**src/sv/kvwp_pkg.sv**
```systemverilog
package kvwp_pkg;

   localparam int STAGE_BYTES = 64;
   localparam int BEAT_BYTES  = 32;
   localparam int KEY_MAX     = 30;

   localparam logic OP_HEADER = 1'b0;
   localparam logic OP_CHUNK  = 1'b1;

   localparam logic [1:0] MODE_PLAIN = 2'd0;
   localparam logic [1:0] MODE_CONT  = 2'd1;
   localparam logic [1:0] MODE_FIRST = 2'd2;

   localparam logic [1:0] KIND_MORE = 2'd0;
   localparam logic [1:0] KIND_LAST = 2'd1;
   localparam logic [1:0] KIND_RESP = 2'd2;

   typedef logic [BEAT_BYTES-1:0][7:0]  half_bytes_type;
   typedef logic [STAGE_BYTES-1:0][7:0] stage_bytes_type;

   typedef struct packed {
      logic        opcode;
      logic [7:0]  request_meta;
      logic [4:0]  key_len;
      logic [10:0] value_len;
      logic [63:0] record_base;
      logic [1:0]  array_mode;
      logic [31:0] add_amount;
      logic [63:0] word0;
      logic [63:0] word1;
      logic [63:0] word2;
      logic [63:0] word3;
   } req_type;

   typedef struct packed {
      logic [63:0] write_addr;
      logic [63:0] beat0;
      logic [63:0] beat1;
      logic [63:0] beat2;
      logic [63:0] beat3;
      logic [1:0]  write_kind;
      logic [7:0]  resp_meta;
      logic [4:0]  resp_key_len;
      logic [63:0] resp_key0;
      logic [63:0] resp_key1;
      logic [63:0] resp_key2;
      logic [63:0] resp_key3;
   } rsp_type;

endpackage

```
**src/sv/kvwp_stage_merge.sv**
```systemverilog
module kvwp_stage_merge import kvwp_pkg::*; (
   input  half_bytes_type  held,
   input  half_bytes_type  src,
   input  logic [5:0]      fill,
   input  logic [5:0]      count,
   output stage_bytes_type merged
);

   logic [6:0] off;

   always_comb begin
      merged = '0;
      off = '0;
      for (int p = 0; p < STAGE_BYTES; p++) begin
         off = 7'(p) - {1'b0, fill};
         if ((7'(p) >= {1'b0, fill}) && (off < {1'b0, count})) begin
            merged[p] = src[off[4:0]];
         end else if (p < BEAT_BYTES) begin
            merged[p] = held[5'(p)];
         end
      end
   end

endmodule

```
**config.mk**
```make
export PLATFORM = sky130hd
export DESIGN_NAME = kvwp_stage_merge
export DESIGN_NICKNAME = d
export VERILOG_FILES = /design/src/sv/kvwp_pkg.sv /design/src/sv/kvwp_stage_merge.sv
export SDC_FILE = /design/constraint.sdc
export NUM_CORES = 1
export LEC_CHECK = 0
export BUFFER_PORTS_ARGS = -buffer_cell sky130_fd_sc_hd__buf_2
export CORE_AREA = 2 2 402 404
export DETAILED_ROUTE_END_ITERATION = 16
export DIE_AREA = 0 0 404 406
export PLACE_DENSITY = 0.37
export SLEW_MARGIN = 5
export SYNTH_ARGS = -nofsm -noshare
export SYNTH_HDL_FRONTEND = slang
export SYNTH_SLANG_ARGS = --single-unit
```
**constraint.sdc**
```tcl
create_clock -name vclk -period 6.71
set_clock_uncertainty 0.1 [all_clocks]
set_input_delay 1.342 -clock vclk [all_inputs]
set_output_delay 1.342 -clock vclk [all_outputs]
set_load 0.1 [all_outputs]
```
# == Word-level counts from Yosys, hierarchy flattened ==
# Index checks and enable logic that the tools add are counted.
# word_totals
out_inout_bits,512
wordCells,510
input_bits,524
register_bits,0
# classes
magnitude_cmp,191
mux,192
reduce_logical,63
add_sub_neg,64
# op_table
op,count
binary-select mux 8 bit (select 5 bit),64
2-to-1 mux 8 bit,128
< comparator 7 x 6 -> 1 bit,64
< comparator 5 x 6 -> 1 bit (second input constant),64
subtractor 6 x 6 -> 7 bit (first input constant),32
greater-or-equal comparator 6 bit (first input constant),31
subtractor 5 x 6 -> 7 bit (first input constant),16
greater-or-equal comparator 5 x 6 -> 1 bit (first input constant),16
logical AND 1 bit,63
subtractor 4 x 6 -> 7 bit (first input constant),8
greater-or-equal comparator 4 x 6 -> 1 bit (first input constant),8
subtractor 3 x 6 -> 7 bit (first input constant),4
greater-or-equal comparator 3 x 6 -> 1 bit (first input constant),4
subtractor 1 x 6 -> 7 bit (first input constant),2
subtractor 2 x 6 -> 7 bit (first input constant),2
greater-or-equal comparator 1 x 6 -> 1 bit (first input constant),2
greater-or-equal comparator 2 x 6 -> 1 bit (first input constant),2

# == Depth between registers and ports, before layout ==
# logic_depth
depth_word,4
depth_mapped,19
depth_no_buf,12

# == Worst setup path after synthesis ==
# Ideal clock, no wire load.
# synth_path
path_type,input-to-output
from,input port fill[3]
to,output port merged[53] (netlist name)
path_buffers,6
t_required_ns,5.268
setup_slack_ns,-1.906
stages,16
t_arrival_ns,7.174
cell_sequence,buf_4 inv_2 buf_1 buf_1 ha_1 buf_1 nor2_1 xnor2_1 buf_2 inv_1 ha_1 a211oi_1 o21ai_0 a311o_1 buf_1 o21ai_0
# synth_rtl
element,line_no,text
from (decl),kvwp_stage_merge.sv:4,"input logic [5:0] fill,"
to (decl),kvwp_stage_merge.sv:6,output stage_bytes_type merged

==> results.cfg <==
[placement]
buffer_ports.inserted = 908
placed_area_um2 = 38140
place_congestion = 0.9493
dp.final_hpwl_um = 170300

[finish]
layout_nets = 3866
clock_tree_buffer_count_of_the_final_layout = 0
final_cell_area_um2 = 38270
layout.cells.most_common = sky130_fd_sc_hd__buf_2
drive_gt1_frac = 0.6376
flow.area_growth_from_synthesis_pct = 66.92
finish.utilization = 0.2397
most-common-layout-cells = sky130_fd_sc_hd__buf_2, sky130_fd_sc_hd__mux4_2, sky130_fd_sc_hd__buf_12
ff_latch_area_um2 = 0
nFlopsAndLatches = 0

[timing]
slew-limit-headroom = 0.2230
max_freq_mhz = 155.4
final.min_clock_period_ns = 6.436
tightest_slew_ns = 1.166
final_max_slew_viol_count = 0
setup_viol = 0
timing_hold_violations_final = 0
period_share = 0.9592
grt_setup_unrepaired = false

[logic_synthesis]
synth_nets = 2957
synth_simple_gate_area_frac = 0.1190
netlist_top_cells_area = sky130_fd_sc_hd__mux4_2, sky130_fd_sc_hd__mux2i_1, sky130_fd_sc_hd__ha_1
yosys.area.top_type = sky130_fd_sc_hd__mux4_2
combinational_family_with_the_most_area_after_synthesis = multiplexers
netlist_instances = 2294
synth_cell_types = 66
complex_gate_fraction_of_the_synthesized_area = 0.09011
synth.cell_area_um2 = 22930
post_synthesis_sequential_area_ratio = 0
yosys.area_share.adder = 0.07586
yosys_warnings = 0
synth_area_per_cell_um2 = 9.994
synth_mux_area_frac = 0.6296
synth_xor_xnor_area_share = 0.02298
synth_top_area_frac = 0.4686

[setup_path]
crit_path_max_incr_delay_ns = 0.76
timing.critical_path.fanout_max = 16
critPathSlowestCell = sky130_fd_sc_hd__o21ai_4
arrival_time_at_the_worst_endpoint_ns = 4.99
worstSetupEndpointType = output pin
path_delay_family = buffers and inverters
cp_cell_sequence = buf_4 -> inv_2 -> buf_4 -> ha_1 -> nor2b_1 -> or2_2 -> nand2_1 -> nand2_1 -> xnor2_1 -> inv_1 -> ha_1 -> o21ai_0 -> o21ai_4 -> mux2i_4 -> buf_12
worst-path-buf-inv = 5
critical_path_cell_count = 15
crit_type = in2out
worst_setup_path_start_kind = primary input
worst-endpoint-required_ns = 5.27

[status]
outcome = finished clean

[floorplanning]
floorplan.die.width_um = 404
ioPinCount = 1036
die-height_um = 406
core.rowCount = 147
floorplan.die_area_um2 = 164000
floorplan.initialDensity = 0.1436
coreArea_um2 = 159600

[clocking]
post_cts.repair.setup_buffers = 0

[detailed_routing]
detail_route.wl_per_cell_um = 35.99
drc_errors = 0
dr.pass1.iters = 6
initialDrtViolationCount = 2572
num_vias = 26190
wl_met1_um = 73100
via_per_inst = 4.909
met3WireLength_um = 16670
route.antenna.remaining_nets = 0
route.met2.wl_um = 93990
wl_um = 192000
uppermost_metal_layer_occupied_by_signal_nets = met5

[min_path]
hold_path_depth = 4
worstHoldPathType = in2out

[pwr]
ir_drop_mv = 0.1827
power.switching_mw = 7.022
net_sw_frac = 0.6994
pwr_dens_nw_per_um2 = 262.4
seq_power_share = 0
power_internal_mw = 3.018
leakagePower_nw = 15.45
post-layout-total-power_mw = 10.04
pwr-share-comb = 1.000
share_clk_of_total_power = 0

[global_routing]
grt.total_usage = 0.2236
antenna_violations_before_repair = 117
first_global_vias = 24670
grt_overflow = 0
grt_max_degree = 83
wire_length_of_the_first_global_routing_pass_um = 246100

[flow_run]
maxCapViolCount = 0
[stage by stage]
step / setup TNS, ns / hold slack, ns / setup WS [ns] / instances
floorplan: -8.375 / 2.863 / -0.4323 / 2294
global placement: 0 / 2.959 / 0.2348 / 5287
detailed placement: 0 / 2.959 / 0.2242 / 5287
CTS: 0 / 2.959 / 0.1903 / 5287
global route: 0 / 2.990 / 0.02260 / 5306
finish: 0 / 2.954 / 0.2738 / 5334
[Yosys cell counts, types with 5 or more instances]
master and n:
sky130_fd_sc_hd__xnor2_1 42, sky130_fd_sc_hd__a211oi_1 13, sky130_fd_sc_hd__buf_1 25, sky130_fd_sc_hd__a221o_1 9, sky130_fd_sc_hd__nor3_1 14, sky130_fd_sc_hd__ha_1 139
sky130_fd_sc_hd__buf_2 56, sky130_fd_sc_hd__o21ai_1 11, sky130_fd_sc_hd__buf_6 13, sky130_fd_sc_hd__xnor2_2 6, sky130_fd_sc_hd__nand4_1 5, sky130_fd_sc_hd__mux2i_1 227
sky130_fd_sc_hd__nor2b_1 115, sky130_fd_sc_hd__nor2_1 125, sky130_fd_sc_hd__clkbuf_1 65, sky130_fd_sc_hd__a21o_1 24, sky130_fd_sc_hd__a311oi_1 6, sky130_fd_sc_hd__mux4_2 477
sky130_fd_sc_hd__inv_2 9, sky130_fd_sc_hd__mux2_2 119, sky130_fd_sc_hd__nand2b_1 11, sky130_fd_sc_hd__o21ai_0 100, sky130_fd_sc_hd__a21oi_1 125, sky130_fd_sc_hd__buf_4 19
sky130_fd_sc_hd__a31oi_1 13, sky130_fd_sc_hd__inv_1 126, sky130_fd_sc_hd__nand3_1 8, sky130_fd_sc_hd__clkinv_1 5, sky130_fd_sc_hd__nand2_1 322
[timing repair]
action,4_1_cts,5_1_grt
hold buffers,0,0
endpoints found under the setup margin,0,4
resized for setup,0,1
[layer usage]
layer / vias up / global-route usage
met2: 1379 / 0.3828
met3: 269 / 0.06020
li1: 10900 / -
met5: - / 0
met1: 13580 / 0.2710
met4: 60 / 0.07162
[path summary, 6_finish.rpt]
path / from / end / slack (ns)
setup / recovery: fill[2] / merged[84] / 0.27
hold / removal: held[7] / merged[7] / 2.95
[cells by family (layout without fill, tap and decap cells)]
kind of cell / count (synthesis) / in the layout
other: 0 / 47
adders and majority gates: 139 / 139
xor gates and xnor gates: 52 / 52
muxes: 826 / 826
buffers and inverters: 318 / 1225
and+or+nand+nor: 617 / 617
AOI/OAI and AO/OA: 342 / 342
[power groups by stage]
stage               Combinational (mW)  Sequential, mW   Clock [mW]
finish                            10.0               0  0.000000583
global route                      10.3               0  0.000000383
CTS                               10.1               0            0
detailed placement                10.1               0            0
global placement                  10.1               0            0
floorplan                         6.45               0            0
[layout make-up]
| class | instances | area [µm²] |
|---|---|---|
| antenna | 47 | 117.6 |
| fill | 17220 | 121400 |
| inverter | 140 | 525.5 |
| multi-input combinational | 1976 | 23700 |
| tap | 2086 | 2610 |
| timing repair buffer | 1085 | 11310 |
Power figures use the tool's default switching activity.
